## src/sv/prbq_pkg.sv

```systemverilog
// ----------------------------------------------------------------------------
// prbq_pkg
// shared types, codes and helpers of the priority bitmap ready queue
// ----------------------------------------------------------------------------
`default_nettype none

package prbq_pkg;

    localparam int KIND_W    = 2;
    localparam int THREAD_W  = 6;
    localparam int PRIO_W    = 6;

    localparam int DEF_NUM_LEVELS  = 64;
    localparam int DEF_MAX_THREADS = 64;

    localparam logic [KIND_W-1:0] KIND_ADD_ACTIVE  = 2'd0;
    localparam logic [KIND_W-1:0] KIND_ADD_EXPIRED = 2'd1;
    localparam logic [KIND_W-1:0] KIND_PICK        = 2'd2;

    // controller to datapath
    typedef struct packed {
        logic capture;
        logic add_exec;
        logic pick_exec;
        logic pop_exec;
    } prbq_cmd_t;

    // datapath to controller
    typedef struct packed {
        logic add_ok;
        logic pick_req;
        logic multi;
    } prbq_sts_t;

    // index of the highest set bit, zero when none is set
    function automatic logic [2:0] top_bit8(input logic [7:0] v);
        logic [2:0] idx;
        idx = 3'd0;
        for (int i = 1; i < 8; i++)
        begin
            if (v[i])
            begin
                idx = 3'(i);
            end
        end
        return idx;
    endfunction

endpackage

`default_nettype wire

```

## src/sv/priority_bitmap_ready_queue_core.sv

```systemverilog
// ----------------------------------------------------------------------------
// priority_bitmap_ready_queue_core
// two-bank scheduler ready queue with fifo lists per level, two-level bitmap
// ----------------------------------------------------------------------------
// usage:
//   a command beat is taken at a rising edge with start high and busy low.
//   kind selects add to the active bank, add to the expired bank, or pick.
//   adds give no result; a rejected add (thread already queued, level or
//   thread out of range) and an unknown kind leave busy low.
//   a pick gives one result beat: strobe is high for exactly one cycle with
//   picked_thread, picked_priority, idle and swapped; it comes from the result
//   registers loaded in the pick step. there is no back pressure on results.
// steps:
//   add: accept with the tail read, then the memory and bitmap update.
//   pick: accept, then the pick step; when the picked level holds more
//   than one thread, a pop step follows that uses the link memory to move
//   the list head forward.
// reset:
//   both banks empty, bank 0 active, no thread queued. the list memories
//   need no clearing since they are only read behind a set level bit.
`default_nettype none

module priority_bitmap_ready_queue_core #(
    parameter int NUM_LEVELS  = prbq_pkg::DEF_NUM_LEVELS,
    parameter int MAX_THREADS = prbq_pkg::DEF_MAX_THREADS
) (
    input  logic                          clk,
    input  logic                          rst_n,
    input  logic                          start,
    output logic                          busy,
    input  logic [prbq_pkg::KIND_W-1:0]   kind,
    input  logic [prbq_pkg::THREAD_W-1:0] thread_id,
    input  logic [prbq_pkg::PRIO_W-1:0]   priority_req,
    output logic                          strobe,
    output logic [prbq_pkg::THREAD_W-1:0] picked_thread,
    output logic [prbq_pkg::PRIO_W-1:0]   picked_priority,
    output logic                          idle,
    output logic                          swapped
);
    import prbq_pkg::*;

    prbq_cmd_t cmd;
    prbq_sts_t sts;

    prbq_ctrl u_ctrl (
        .clk   (clk),
        .rst_n (rst_n),
        .start (start),
        .sts   (sts),
        .cmd   (cmd),
        .busy  (busy)
    );

    prbq_datapath #(
        .NUM_LEVELS  (NUM_LEVELS),
        .MAX_THREADS (MAX_THREADS)
    ) u_datapath (
        .clk             (clk),
        .rst_n           (rst_n),
        .kind            (kind),
        .thread_id       (thread_id),
        .priority_req    (priority_req),
        .cmd             (cmd),
        .sts             (sts),
        .strobe          (strobe),
        .picked_thread   (picked_thread),
        .picked_priority (picked_priority),
        .idle            (idle),
        .swapped         (swapped)
    );

endmodule

`default_nettype wire

```

## src/sv/prbq_ram.sv

```systemverilog
// ----------------------------------------------------------------------------
// prbq_ram
// generic single write port, single read port ram with registered read
// ----------------------------------------------------------------------------
`default_nettype none

module prbq_ram #(
    parameter int WIDTH = 8,
    parameter int DEPTH = 64
) (
    input  logic                                  clk,
    input  logic                                  we,
    input  logic [((DEPTH > 1) ? $clog2(DEPTH) : 1)-1:0] waddr,
    input  logic [WIDTH-1:0]                      wdata,
    input  logic [((DEPTH > 1) ? $clog2(DEPTH) : 1)-1:0] raddr,
    output logic [WIDTH-1:0]                      rdata
);

    logic [WIDTH-1:0] mem_reg [DEPTH];
    logic [WIDTH-1:0] rdata_reg;

    always_ff @(posedge clk)
    begin
        if (we)
        begin
            mem_reg[waddr] <= wdata;
        end
        rdata_reg <= mem_reg[raddr];
    end

    assign rdata = rdata_reg;

endmodule

`default_nettype wire

```

## src/sv/prbq_ctrl.sv

```systemverilog
// ----------------------------------------------------------------------------
// prbq_ctrl
// sequencer: accepts a command, runs the add or pick steps, drives busy
// ----------------------------------------------------------------------------
`default_nettype none

module prbq_ctrl (
    input  logic                clk,
    input  logic                rst_n,
    input  logic                start,
    input  prbq_pkg::prbq_sts_t sts,
    output prbq_pkg::prbq_cmd_t cmd,
    output logic                busy
);
    import prbq_pkg::*;

    localparam logic [1:0] S_IDLE = 2'd0;
    localparam logic [1:0] S_ADD  = 2'd1;
    localparam logic [1:0] S_PICK = 2'd2;
    localparam logic [1:0] S_POP  = 2'd3;

    logic [1:0] state_reg;
    logic [1:0] state_next;

    always_comb
    begin
        state_next    = state_reg;
        cmd           = '0;
        unique case (state_reg)
            S_IDLE:
            begin
                if (start)
                begin
                    cmd.capture = 1'b1;
                    if (sts.add_ok)
                    begin
                        state_next = S_ADD;
                    end
                    else if (sts.pick_req)
                    begin
                        state_next = S_PICK;
                    end
                end
            end
            S_ADD:
            begin
                cmd.add_exec = 1'b1;
                state_next   = S_IDLE;
            end
            S_PICK:
            begin
                cmd.pick_exec = 1'b1;
                // more threads behind the head: advance the head next cycle
                state_next    = sts.multi ? S_POP : S_IDLE;
            end
            S_POP:
            begin
                cmd.pop_exec = 1'b1;
                state_next   = S_IDLE;
            end
            default:
            begin
                state_next = S_IDLE;
            end
        endcase
    end

    always_ff @(posedge clk or negedge rst_n)
    begin
        if (!rst_n)
        begin
            state_reg <= S_IDLE;
        end
        else
        begin
            state_reg <= state_next;
        end
    end

    assign busy = (state_reg != S_IDLE);

endmodule

`default_nettype wire

```

## src/sv/prbq_datapath.sv

```systemverilog
// ----------------------------------------------------------------------------
// prbq_datapath
// bitmaps, bank totals, queued flags and the head, tail and link memories
// ----------------------------------------------------------------------------
`default_nettype none

module prbq_datapath #(
    parameter int NUM_LEVELS  = prbq_pkg::DEF_NUM_LEVELS,
    parameter int MAX_THREADS = prbq_pkg::DEF_MAX_THREADS
) (
    input  logic                          clk,
    input  logic                          rst_n,
    input  logic [prbq_pkg::KIND_W-1:0]   kind,
    input  logic [prbq_pkg::THREAD_W-1:0] thread_id,
    input  logic [prbq_pkg::PRIO_W-1:0]   priority_req,
    input  prbq_pkg::prbq_cmd_t           cmd,
    output prbq_pkg::prbq_sts_t           sts,
    output logic                          strobe,
    output logic [prbq_pkg::THREAD_W-1:0] picked_thread,
    output logic [prbq_pkg::PRIO_W-1:0]   picked_priority,
    output logic                          idle,
    output logic                          swapped
);
    import prbq_pkg::*;

    localparam int TID_SLOTS  = 1 << THREAD_W;
    localparam int TID_DEPTH  = (MAX_THREADS < TID_SLOTS) ? MAX_THREADS : TID_SLOTS;
    localparam int IDXW       = $clog2(TID_DEPTH);
    localparam int CNT_W      = $clog2(TID_DEPTH + 1);
    localparam int LVL_W      = $clog2(NUM_LEVELS);
    localparam int LVL_DEPTH  = 1 << LVL_W;
    localparam int NUM_GROUPS = LVL_DEPTH / 8;
    localparam int AW         = LVL_W + 1;

    // bank state
    logic                  active_bank_reg, active_bank_next;
    logic [CNT_W-1:0]      act_total_reg, act_total_next;
    logic [CNT_W-1:0]      exp_total_reg, exp_total_next;
    logic [TID_DEPTH-1:0]  queued_reg, queued_next;
    logic [NUM_GROUPS-1:0] grp_bits_reg [2];
    logic [NUM_GROUPS-1:0] grp_bits_next [2];
    logic [LVL_DEPTH-1:0]  lvl_bits_reg [2];
    logic [LVL_DEPTH-1:0]  lvl_bits_next [2];

    // operation captured at accept
    logic                  op_bank_reg;
    logic [PRIO_W-1:0]     op_lvl_reg;
    logic [IDXW-1:0]       op_tid_reg;
    logic                  op_idle_reg;
    logic                  op_swap_reg;

    // result registers
    logic                  strobe_reg;
    logic [THREAD_W-1:0]   picked_thread_reg;
    logic [PRIO_W-1:0]     picked_priority_reg;
    logic                  idle_reg;
    logic                  swapped_reg;

    // memories
    logic [IDXW-1:0]       head_rdata, tail_rdata, next_rdata;
    logic [IDXW-1:0]       head_wdata;
    logic                  head_we, next_we;
    logic [AW-1:0]         tail_raddr;

    // accept-cycle decode
    logic                  is_add, is_pick, in_range, add_bank;
    logic                  both_empty, do_swap, pk_bank;
    logic [2:0]            pk_grp, pk_bit;
    logic [7:0]            pk_byte;
    logic [PRIO_W-1:0]     pk_lvl;
    logic [AW-1:0]         add_addr, pk_addr, op_addr;

    // execute-cycle helpers
    logic [LVL_W-1:0]      op_li, op_base;
    logic                  add_empty, last_one, grp_empty;
    logic [LVL_DEPTH-1:0]  lvl_cleared;

    assign is_add   = (kind == KIND_ADD_ACTIVE) || (kind == KIND_ADD_EXPIRED);
    assign is_pick  = (kind == KIND_PICK);
    assign in_range = (int'(priority_req) < NUM_LEVELS) && (int'(thread_id) < MAX_THREADS);
    assign add_bank = (kind == KIND_ADD_EXPIRED) ? ~active_bank_reg : active_bank_reg;

    assign both_empty = (act_total_reg == '0) && (exp_total_reg == '0);
    assign do_swap    = (act_total_reg == '0) && (exp_total_reg != '0);
    assign pk_bank    = active_bank_reg ^ do_swap;

    // two-level lookup: highest group, then highest level inside it
    assign pk_grp  = top_bit8(8'(grp_bits_reg[pk_bank]));
    assign pk_byte = lvl_bits_reg[pk_bank][LVL_W'({pk_grp, 3'b000}) +: 8];
    assign pk_bit  = top_bit8(pk_byte);
    assign pk_lvl  = {pk_grp, pk_bit};

    assign add_addr = {add_bank, priority_req[LVL_W-1:0]};
    assign pk_addr  = {pk_bank, LVL_W'(pk_lvl)};
    assign op_addr  = {op_bank_reg, op_lvl_reg[LVL_W-1:0]};

    assign op_li       = op_lvl_reg[LVL_W-1:0];
    assign op_base     = op_li & ~LVL_W'(7);
    assign add_empty   = ~lvl_bits_reg[op_bank_reg][op_li];
    assign last_one    = (head_rdata == tail_rdata);
    assign lvl_cleared = lvl_bits_reg[op_bank_reg] & ~(LVL_DEPTH'(1) << op_li);
    assign grp_empty   = (lvl_cleared[op_base +: 8] == 8'd0);

    assign sts.add_ok   = is_add && in_range && !queued_reg[thread_id[IDXW-1:0]];
    assign sts.pick_req = is_pick;
    assign sts.multi    = !op_idle_reg && !last_one;

    assign head_we    = (cmd.add_exec && add_empty) || cmd.pop_exec;
    assign head_wdata = cmd.pop_exec ? next_rdata : op_tid_reg;
    assign next_we    = cmd.add_exec && !add_empty;
    assign tail_raddr = is_pick ? pk_addr : add_addr;

    prbq_ram #(
        .WIDTH (IDXW),
        .DEPTH (2 * LVL_DEPTH)
    ) u_head_ram (
        .clk   (clk),
        .we    (head_we),
        .waddr (op_addr),
        .wdata (head_wdata),
        .raddr (pk_addr),
        .rdata (head_rdata)
    );

    prbq_ram #(
        .WIDTH (IDXW),
        .DEPTH (2 * LVL_DEPTH)
    ) u_tail_ram (
        .clk   (clk),
        .we    (cmd.add_exec),
        .waddr (op_addr),
        .wdata (op_tid_reg),
        .raddr (tail_raddr),
        .rdata (tail_rdata)
    );

    // successor of each queued thread
    prbq_ram #(
        .WIDTH (IDXW),
        .DEPTH (TID_DEPTH)
    ) u_link_ram (
        .clk   (clk),
        .we    (next_we),
        .waddr (tail_rdata),
        .wdata (op_tid_reg),
        .raddr (head_rdata),
        .rdata (next_rdata)
    );

    always_comb
    begin
        active_bank_next = active_bank_reg;
        act_total_next   = act_total_reg;
        exp_total_next   = exp_total_reg;
        queued_next      = queued_reg;
        grp_bits_next    = grp_bits_reg;
        lvl_bits_next    = lvl_bits_reg;

        if (cmd.add_exec)
        begin
            lvl_bits_next[op_bank_reg] = lvl_bits_reg[op_bank_reg] | (LVL_DEPTH'(1) << op_li);
            grp_bits_next[op_bank_reg] = grp_bits_reg[op_bank_reg]
                                         | (NUM_GROUPS'(1) << (op_li >> 3));
            queued_next[op_tid_reg]    = 1'b1;
            if (op_bank_reg == active_bank_reg)
            begin
                act_total_next = act_total_reg + CNT_W'(1);
            end
            else
            begin
                exp_total_next = exp_total_reg + CNT_W'(1);
            end
        end

        if (cmd.pick_exec && !op_idle_reg)
        begin
            if (last_one)
            begin
                lvl_bits_next[op_bank_reg] = lvl_cleared;
                if (grp_empty)
                begin
                    grp_bits_next[op_bank_reg] = grp_bits_reg[op_bank_reg]
                                                 & ~(NUM_GROUPS'(1) << (op_li >> 3));
                end
            end
            queued_next[head_rdata] = 1'b0;
            if (op_swap_reg)
            begin
                active_bank_next = ~active_bank_reg;
                act_total_next   = exp_total_reg - CNT_W'(1);
                exp_total_next   = '0;
            end
            else
            begin
                act_total_next = act_total_reg - CNT_W'(1);
            end
        end
    end

    always_ff @(posedge clk or negedge rst_n)
    begin
        if (!rst_n)
        begin
            active_bank_reg <= 1'b0;
            act_total_reg   <= '0;
            exp_total_reg   <= '0;
            queued_reg      <= '0;
            grp_bits_reg    <= '{default: '0};
            lvl_bits_reg    <= '{default: '0};
            strobe_reg      <= 1'b0;
        end
        else
        begin
            active_bank_reg <= active_bank_next;
            act_total_reg   <= act_total_next;
            exp_total_reg   <= exp_total_next;
            queued_reg      <= queued_next;
            grp_bits_reg    <= grp_bits_next;
            lvl_bits_reg    <= lvl_bits_next;
            strobe_reg      <= cmd.pick_exec;
        end
    end

    always_ff @(posedge clk)
    begin
        if (cmd.capture)
        begin
            op_bank_reg <= is_pick ? pk_bank : add_bank;
            op_lvl_reg  <= is_pick ? pk_lvl : priority_req;
            op_tid_reg  <= thread_id[IDXW-1:0];
            op_idle_reg <= both_empty;
            op_swap_reg <= do_swap;
        end
        if (cmd.pick_exec)
        begin
            picked_thread_reg   <= op_idle_reg ? '0 : THREAD_W'(head_rdata);
            picked_priority_reg <= op_idle_reg ? '0 : op_lvl_reg;
            idle_reg            <= op_idle_reg;
            swapped_reg         <= op_swap_reg;
        end
    end

    assign strobe          = strobe_reg;
    assign picked_thread   = picked_thread_reg;
    assign picked_priority = picked_priority_reg;
    assign idle            = idle_reg;
    assign swapped         = swapped_reg;

endmodule

`default_nettype wire

```

## config.mk

```make
export PLATFORM = sky130hd
export DESIGN_NAME = priority_bitmap_ready_queue_core
export DESIGN_NICKNAME = d
export VERILOG_FILES = /design/src/sv/prbq_pkg.sv /design/src/sv/priority_bitmap_ready_queue_core.sv /design/src/sv/prbq_ram.sv /design/src/sv/prbq_ctrl.sv /design/src/sv/prbq_datapath.sv
export SDC_FILE = /design/constraint.sdc
export NUM_CORES = 2
export LEC_CHECK = 0
export BUFFER_PORTS_ARGS = -buffer_cell sky130_fd_sc_hd__buf_2
export CELL_PAD_IN_SITES_DETAIL_PLACEMENT = 0
export CELL_PAD_IN_SITES_GLOBAL_PLACEMENT = 1
export CORE_AREA = 2 2 397 399
export CTS_BUF_LIST = sky130_fd_sc_hd__clkbuf_8
export DETAILED_ROUTE_END_ITERATION = 16
export DIE_AREA = 0 0 399 401
export PLACE_DENSITY_LB_ADDON = 0.1
export SLEW_MARGIN = 20
export SYNTH_ARGS = -nofsm -noshare
export SYNTH_HDL_FRONTEND = slang
export SYNTH_HIERARCHICAL = 1
export SYNTH_SLANG_ARGS = --single-unit
```

## constraint.sdc

```tcl
create_clock -name clk -period 12.5 [get_ports clk]
set_clock_uncertainty 0.15 [all_clocks]
set_input_delay 0.625 -clock clk [delete_from_list [all_inputs] [get_ports clk]]
set_output_delay 0.625 -clock clk [all_outputs]
set_load 0.05 [all_outputs]
```

Word-level counts from Yosys, hierarchy flattened
Memories as Yosys holds them, arrays and structs flattened. A register that Yosys moved wholly into a read port is not among the register bits.
Cells that the tools add are included.
W data, S select, Z words.
{ "totals": {"ff_bits": 255, "mem_bits_rw": 1920, "in_bits": 17, "output_inout_bits": 16, "wordCells": 170, "n_memories": 3} }
{ "classes": {"n_addsub": 4, "n_lt_le_gt_ge": 9, "eq_ne": 9, "shifts": 4, "n_mux": 80, "bitwise": 14, "n_reduce_logical": 28} }
{ "mem_list": {"columns": ["memory", "depth", "word_bits", "read_ports", "rd_ports_with_merged_regs", "write_ports", "line", "rtl"], "rows": [
  ["u_datapath.u_head_ram.mem_reg", 128, 6, 1, 1, 1, "prbq_ram.sv:19", "logic [WIDTH-1:0] mem_reg [DEPTH];"],
  ["u_datapath.u_tail_ram.mem_reg", 128, 6, 1, 1, 1, "prbq_ram.sv:19", null],
  ["u_datapath.u_link_ram.mem_reg", 64, 6, 1, 1, 1, "prbq_ram.sv:19", null]
]} }
{ "op_table": {"columns": ["operator", "count"], "rows": [
  ["$mux W64", 9],
  ["$mux W128", 3],
  ["$bwmux W128", 2],
  ["$and A64 B64 Y64", 2],
  ["$not A64 Y64", 2],
  ["$or A64 B64 Y64", 2],
  ["$shiftx A64 B7 Y8", 2],
  ["$demux W64 S1", 1],
  ["$mux W16", 4],
  ["$shl A1 B6 Y64 const A", 1],
  ["$mux W7", 9],
  ["$mux W8", 7],
  ["$bwmux W16", 2],
  ["$mux W3", 10],
  ["$lt A6 B7 Y1 const B", 4],
  ["$mux W1", 19],
  ["$add A7 B1 Y7 const B", 2],
  ["$logic_not A7 Y1", 2],
  ["$sub A7 B1 Y7 const B", 2],
  ["$bmux W1 S6", 2],
  ["$demux W1 S6", 2],
  ["$ge A6 B1 Y1 const B", 2],
  ["$mux W2", 6],
  ["$mux W6", 2],
  ["other kinds (26)", 49]
]} }

Logic depth before layout (Yosys ltp)
{ "depth": {"word_depth": 23, "ltp_mapped": 20, "depth_no_buf": 16} }

By module
The synthesis kept the hierarchy.
{ "by_module_without_submodules": {"columns": ["module", "instances", "cells_per_inst", "area_per_inst_um2", "seq_area_each_um2"], "rows": [
  ["prbq_ram (u_datapath.u_head_ram ...)", 2, 1271, 29923.7, 23182.2],
  ["prbq_ram (u_datapath.u_link_ram)", 1, 720, 15225.9, 11651.2],
  ["prbq_datapath", 1, 1518, 14818.0, 6426.2],
  ["prbq_ctrl", 1, 12, 116.4, 50.0]
]} }

Worst setup path after synthesis
OpenSTA, ideal clock, no wires.
{ "synth_path": {"path_kind": "register to register", "startpoint": "register u_datapath.op_tid_reg[2]", "endpoint": "memory u_datapath/u_head_ram/mem_reg[0][2] in the netlist's numbering, data pin", "setup_ns": 1.197, "arrival_time_ns": 7.992, "t_required_ns": 11.153, "setup_slack_ns": 3.161, "stages_incl_launch_ff": 4, "n_path_buf": 1, "synth_period_minus_slack_ns": 9.339, "path_cell_list": "edfxtp_1 clkbuf_1 inv_1 o21ai_0"} }
{ "synth_via": {"elab_chain_cells": 1} }
{ "synth_lines": {"columns": ["item", "line", "rtl"], "rows": [
  ["start: declaration", "prbq_datapath.sv:48", "logic [IDXW-1:0] op_tid_reg;"],
  ["start signal: assignment", "prbq_datapath.sv:230", "op_tid_reg <= thread_id[IDXW-1:0];"],
  ["$mux W6", "prbq_datapath.sv:109", "assign head_wdata = cmd.pop_exec ? next_rdata : op_tid_reg;"],
  ["named net u_datapath.head_wdata[2]", "prbq_datapath.sv:61", "logic [IDXW-1:0] head_wdata;"],
  ["end: declaration", "prbq_ram.sv:19", null]
]} }
The timed path passes the listed nets, and every way through them passes these cells.

Final worst setup path
{ "layout_path": {"startpoint": "register u_datapath/grp_bits_reg[7] in the netlist's numbering", "endpoint": "register u_datapath.u_tail_ram.rdata_reg[1] (netlist: u_datapath/u_tail_ram/rdata[1]) (read register of u_datapath.u_tail_ram.mem_reg)"} }
{ "layout_via": {"elab_chain_cells": 13} }
{ "layout_lines": {"columns": ["item", "line", "rtl"], "rows": [
  ["start: declaration", "prbq_datapath.sv:40", "logic [NUM_GROUPS-1:0] grp_bits_reg [2];"],
  ["start signal: assignment", "prbq_datapath.sv:218", "grp_bits_reg <= grp_bits_next;"],
  ["$mux W8 (implied by the code) (*) (3 in a row)", "prbq_datapath.sv:88", "assign pk_grp = top_bit8(8'(grp_bits_reg[pk_bank]));"],
  ["$mux W3 (*)", "prbq_pkg.sv:41", "if (v[i])"],
  ["$shiftx A64 B7 Y8 (*)", "prbq_datapath.sv:89", "assign pk_byte = lvl_bits_reg[pk_bank][LVL_W'({pk_grp, 3'b000}) +: 8];"],
  ["$mux W1", "prbq_pkg.sv:41", null],
  ["$mux W2 (2 in a row)", "prbq_pkg.sv:41", null],
  ["$mux W3 (3 in a row)", "prbq_pkg.sv:41", null],
  ["$mux W3 (*)", "prbq_pkg.sv:41", null],
  ["$mux W7 (*)", "prbq_datapath.sv:111", "assign tail_raddr = is_pick ? pk_addr : add_addr;"],
  ["named net u_datapath.tail_raddr[0]", "prbq_datapath.sv:63", "logic [AW-1:0] tail_raddr;"],
  ["end: declaration", "prbq_ram.sv:20", "logic [WIDTH-1:0] rdata_reg;"]
]} }
Mark *: on every way through the listed nets, which the timed path passes. The rest lies on a longest branch. The select of a mux whose other input is x is not followed.
A chain may end at the register's enable or synchronous reset.

==> run summary <==
The flow ran to the end, and the final reports show no timing, DRC or antenna violations. Number of buffers created by CTS: 361. The count of cells in the finished layout, fillers not included, comes to 7318. In this run the tightest slew margin relative to its limit is 22.8%. The run gives 1.04 ns as the clock latency of the later-clocked register in the worst-skew pair. Timing would allow up to 0.131 GHz.

The number of global-route vias before repair is 48200, and the post-synthesis net count is 4814. The number of top-level pins was 33; the stage delay of the slowest cell on the critical path was 0.88 ns. For this run, design rule violations remaining after detail routing come to 0.

For the pin with the worst max-slew slack, the measured transition is 1.14 ns. The post-route netlist has 25.4% of its cells at a drive strength greater than 1. The clock network accounts for 21.2% of the total power. The synthesized netlist devotes 0.224% of its cell area to XOR and XNOR gates. The placeable core region came out at 156000 um^2. The net count of the finished layout is 5022. The prevailing post-synth register cell was sky130_fd_sc_hd__edfxtp_1.

The tools report the number of instances in the synthesized netlist as 4792. The ratio of final minimum period to clock period was 61.2%; the number of rows in the core area was 145. The power density relative to cell area was 270 nW/um^2; the max-slew violation count was 0. After clock tree synthesis, the clock-pin slew on the worst setup and hold paths is 0.06 ns.

The critical-path cell with the highest stage delay was sky130_fd_sc_hd__buf_4. The data required time of the worst path was 13.23 ns. Entering global routing, the biggest net connects 202 pins. The worst setup path is of the reg -> reg kind.

Data on the critical path arrives at its endpoint at 8.38 ns. For the post-synthesis cell type count, the log shows 96. The switching power share of the total is 35.0%. Once detailed placement completed, the half-perimeter wirelength came to 135000 um. Setup violations remaining at the end of the flow were counted as 0.

The area fraction of the dominant cell type after synthesis was 65.0%; the mapped cell area was 90000 um^2. Internal power comes to 17400 uW. The synthesis-to-layout area growth works out to 9.92%. The fraction of the mapped netlist area in adder cells was 0.0695%. The share of async-settable or async-resettable flops after synthesis came out at 10.2%.

The die covers 160000 um^2. The synthesized design contains 2191 register bits. The die is 399 um wide.

The average instance area after synthesis was 18.8 um^2. STA classifies the critical path startpoint as a register. Summed over all cells, the static leakage comes to 0.0325 uW. Once the clock tree was built, the resizer swapped 0 gates to a different size.

Clock tree synthesis selected as its root buffer the cell sky130_fd_sc_hd__clkbuf_8. Sorting the synthesized cells by area gives the leading types as sky130_fd_sc_hd__edfxtp_1 (65%), sky130_fd_sc_hd__mux4_2 (16%), sky130_fd_sc_hd__dfrtp_1 (6.2%). Total wire length: 221000 um. The overall die height was 401 um. Most common cell type on the critical path: sky130_fd_sc_hd__mux4_2.

For this run the aggregate overflow at the end of global routing stands at 0. The residual antenna-violating net count after detailed routing was 0; the number of antenna violations at the first check in global routing was 4. For the effective utilization at floorplan, the log shows 57.8%. The tools report the final core area utilization as 63.6%.

Summing the areas of all compound-gate instances in the mapped netlist gives 4.08% of the synthesized area. The post-detailed-route via-to-cell ratio was 6.56. Subtracting the final worst setup slack from the clock period gives 7.65 ns. The setup TNS came out at 0 ns. In the synthesized netlist, mux cells make up 18.1% of the area. The register share of total power was 33.1%; the smallest setup slack after layout was 4.85 ns. The number of synthesized flops with an enable pin was 1949. Max-cap violations in this run came to 0. The TritonCTS sink count was 2191. Setup repair after global routing left no endpoint under its margin. Combinational cells account for 45.8% of the total power. TritonCTS built the clock tree. For the Yosys warning count, the log shows 6. For the hold violation count in the final report, the log shows 0. For this design the total switching power over the nets is 9340 uW.

After filler insertion, the fill cell instance count of the layout stands at 10900. The cell count after placement was 6681; the overall routing resource usage was 28.0%. The number of port buffers is 32, and the wire length of the first global-routing pass is 326000 um. Most area-hungry cell type in the Yosys netlist: sky130_fd_sc_hd__edfxtp_1.

In this run the worst path has a maximum fanout of 93. The worst-case setup slack after placement was 4.53 ns. The critical path goes through nor4_1 > o21ai_0 > nor4_1 > nor2_2 > o22ai_1 > mux2i_1 > o2111ai_1 > o311ai_1 > a21oi_4 > buf_12 > buf_4 > mux4_2 > mux4_2 > mux4_2 > mux2_2. The pre-antenna-repair detailed-routing pass consisted of 6 iterations. The tightest min-delay check is of the in -> reg type. Routability-driven placement finished with a final weighted congestion of 0.920. The worst setup path is captured at a register. Sequential cells were found to cover 71.7% of the synthesized design area. The area fraction in and, or, nand and nor cells after synthesis was 4.27%; the average wire per cell in the routed design was 30.2 um. By area, the combinational part of the netlist is dominated by multiplexers.

The H-tree was split into 5 levels. After the first detailed-routing iteration, the DRC count stood at 5902. The routed via count is 48000. Worst vdd rail ir drop: 0.000585 V.

The number of buffers on the longest clock path came out at 4.
Yosys cell counts (9+ instances only):
cell type and number:
sky130_fd_sc_hd__edfxtp_1 1949, sky130_fd_sc_hd__mux4_2 653, sky130_fd_sc_hd__a21oi_1 441, sky130_fd_sc_hd__nor2_1 414, sky130_fd_sc_hd__dfrtp_1 224, sky130_fd_sc_hd__clkbuf_1 170
sky130_fd_sc_hd__nand2_1 103, sky130_fd_sc_hd__mux2i_1 93, sky130_fd_sc_hd__buf_2 63, sky130_fd_sc_hd__nor3_1 59, sky130_fd_sc_hd__nand3_1 46, sky130_fd_sc_hd__nor2b_1 44
sky130_fd_sc_hd__buf_1 43, sky130_fd_sc_hd__o21ai_0 37, sky130_fd_sc_hd__mux2_2 34, sky130_fd_sc_hd__o22ai_1 32, sky130_fd_sc_hd__nand2b_1 25, sky130_fd_sc_hd__a211oi_1 21
sky130_fd_sc_hd__a31oi_1 19, sky130_fd_sc_hd__o221ai_1 19, sky130_fd_sc_hd__buf_4 18, sky130_fd_sc_hd__dfxtp_1 18, sky130_fd_sc_hd__and2_1 17, sky130_fd_sc_hd__inv_1 16
sky130_fd_sc_hd__nand4_1 16, sky130_fd_sc_hd__nor3b_1 14, sky130_fd_sc_hd__or3_1 12, sky130_fd_sc_hd__xnor2_1 12, sky130_fd_sc_hd__xor2_1 11, sky130_fd_sc_hd__nor4_1 10
sky130_fd_sc_hd__and3_1 9
cells in the final DEF (no fill, tap or decap), types with 9 or more instances in the layout:
cell	netlist	layout
sky130_fd_sc_hd__mux2_4	4	9
sky130_fd_sc_hd__clkinv_1	1	72
sky130_fd_sc_hd__dfrtp_1	224	224
sky130_fd_sc_hd__o22ai_1	32	32
sky130_fd_sc_hd__nand2_1	103	102
sky130_fd_sc_hd__o21ai_0	37	36
sky130_fd_sc_hd__a21oi_1	441	440
sky130_fd_sc_hd__mux4_2	653	653
sky130_fd_sc_hd__clkbuf_8	0	382
sky130_fd_sc_hd__nor3_2	1	11
sky130_fd_sc_hd__xnor2_1	12	11
sky130_fd_sc_hd__mux2_2	34	28
sky130_fd_sc_hd__and3_1	9	9
sky130_fd_sc_hd__and2_1	17	17
sky130_fd_sc_hd__or3_1	12	12
sky130_fd_sc_hd__nor4_1	10	9
sky130_fd_sc_hd__nor2b_1	44	44
sky130_fd_sc_hd__nand2b_1	25	23
sky130_fd_sc_hd__buf_2	63	31
sky130_fd_sc_hd__nor3b_1	14	11
sky130_fd_sc_hd__a211oi_1	21	21
sky130_fd_sc_hd__mux2i_1	93	93
sky130_fd_sc_hd__inv_1	16	115
sky130_fd_sc_hd__clkinv_2	0	51
sky130_fd_sc_hd__a31oi_1	19	18
sky130_fd_sc_hd__xor2_1	11	11
sky130_fd_sc_hd__nor2_1	414	411
sky130_fd_sc_hd__nand3_1	46	46
sky130_fd_sc_hd__edfxtp_1	1949	1949
sky130_fd_sc_hd__nand4_1	16	16
sky130_fd_sc_hd__dfxtp_1	18	15
sky130_fd_sc_hd__nor3_1	59	49
sky130_fd_sc_hd__dlygate4sd3_1	0	13
sky130_fd_sc_hd__o221ai_1	19	19
sky130_fd_sc_hd__buf_4	18	97
power groups by stage:
stage,Combinational [uW],Sequential (uW),Clock (uW)
detailed placement,12300,8970,0
CTS,12300,8820,5790
global placement,12200,8960,0
finish,12200,8830,5660
floorplan,9170,8800,0
global route,12900,8850,6110
kinds of logic (layout without fill, tap and decap cells):
group,count (synthesis),after routing
xor+xnor,23,23
simple gates,817,817
buf+inv,323,786
flops,2191,2191
mux,791,791
compound gates,642,642
other cells,0,5
fa+ha+maj,5,5
layout make-up:
| cell class | instances | area, um^2 | area share, % |
|---|---|---|---|
| clock buffer | 382 | 5260 | 5.31 |
| multi-input combinational | 2278 | 24200 | 24.5 |
| tap | 2058 | 2570 | 2.60 |
| antenna | 5 | 12.5 | 0.0126 |
| sequential | 2191 | 64500 | 65.2 |
| timing repair buffer | 150 | 1150 | 1.17 |
| inverter | 18 | 70.1 | 0.0708 |
| clock inverter | 236 | 1130 | 1.14 |
metrics by stage:
stage / hold WS [ns] / total power [uW] / instance area, um^2
after floorplan: 0.179 / 18000 / 90000
after global placement: 0.349 / 21200 / 92300
after detailed placement: 0.360 / 21300 / 92400
after CTS: 0.0738 / 26900 / 98900
after global routing: 0.102 / 27900 / 98900
final: 0.175 / 26700 / 98900
per-layer routing:
metal | global-route usage (%) | part of all wire (%) | vias to the layer above
li1 | - | - | 20000
met5 | 0 | 0 | -
met3 | 5.13 | 8.2 | 481
met1 | 41.0 | 41 | 25200
met4 | 9.79 | 3.3 | 0
met2 | 43.1 | 48 | 2294
timing repair:
item                                    in CTS  in global routing
hold endpoints to repair                    98                  0
endpoints found under the setup margin       0                  0
setup buffers                                0                  0
hold buffers                                13                  0
critical path: cells and delay by family, from the launching register on:
kind / cells / cell delay (ns)
AOI/OAI and AO/OA: 5 / 1.40
buffers and inverters: 2 / 1.44
muxes: 5 / 2.16
and+or+nand+nor: 3 / 1.58
DFF: 1 / 0.58
final timing paths:
| kind | slack (ns) | start | depth (start not counted) | to |
|---|---|---|---|---|
| setup / recovery | 4.85 | u_datapath/grp_bits_reg[7] | 15 | u_datapath/u_tail_ram/rdata[1] |
| hold / removal | 0.17 | priority_req[5] | 2 | u_datapath/op_li[5] |
| setup reg to reg | 4.85 | u_datapath/grp_bits_reg[7] | 15 | u_datapath/u_tail_ram/rdata[1] |
| hold reg to reg | 0.38 | u_datapath/queued_reg[43] | 2 | u_datapath/queued_reg[43] |
| max in group asynchronous | 10.21 | rst_n | 4 | u_datapath/lvl_bits_reg[111] |
| min in group asynchronous | 0.53 | rst_n | 3 | u_datapath/lvl_bits_reg[56] |
(Power assumes the default switching activity.)
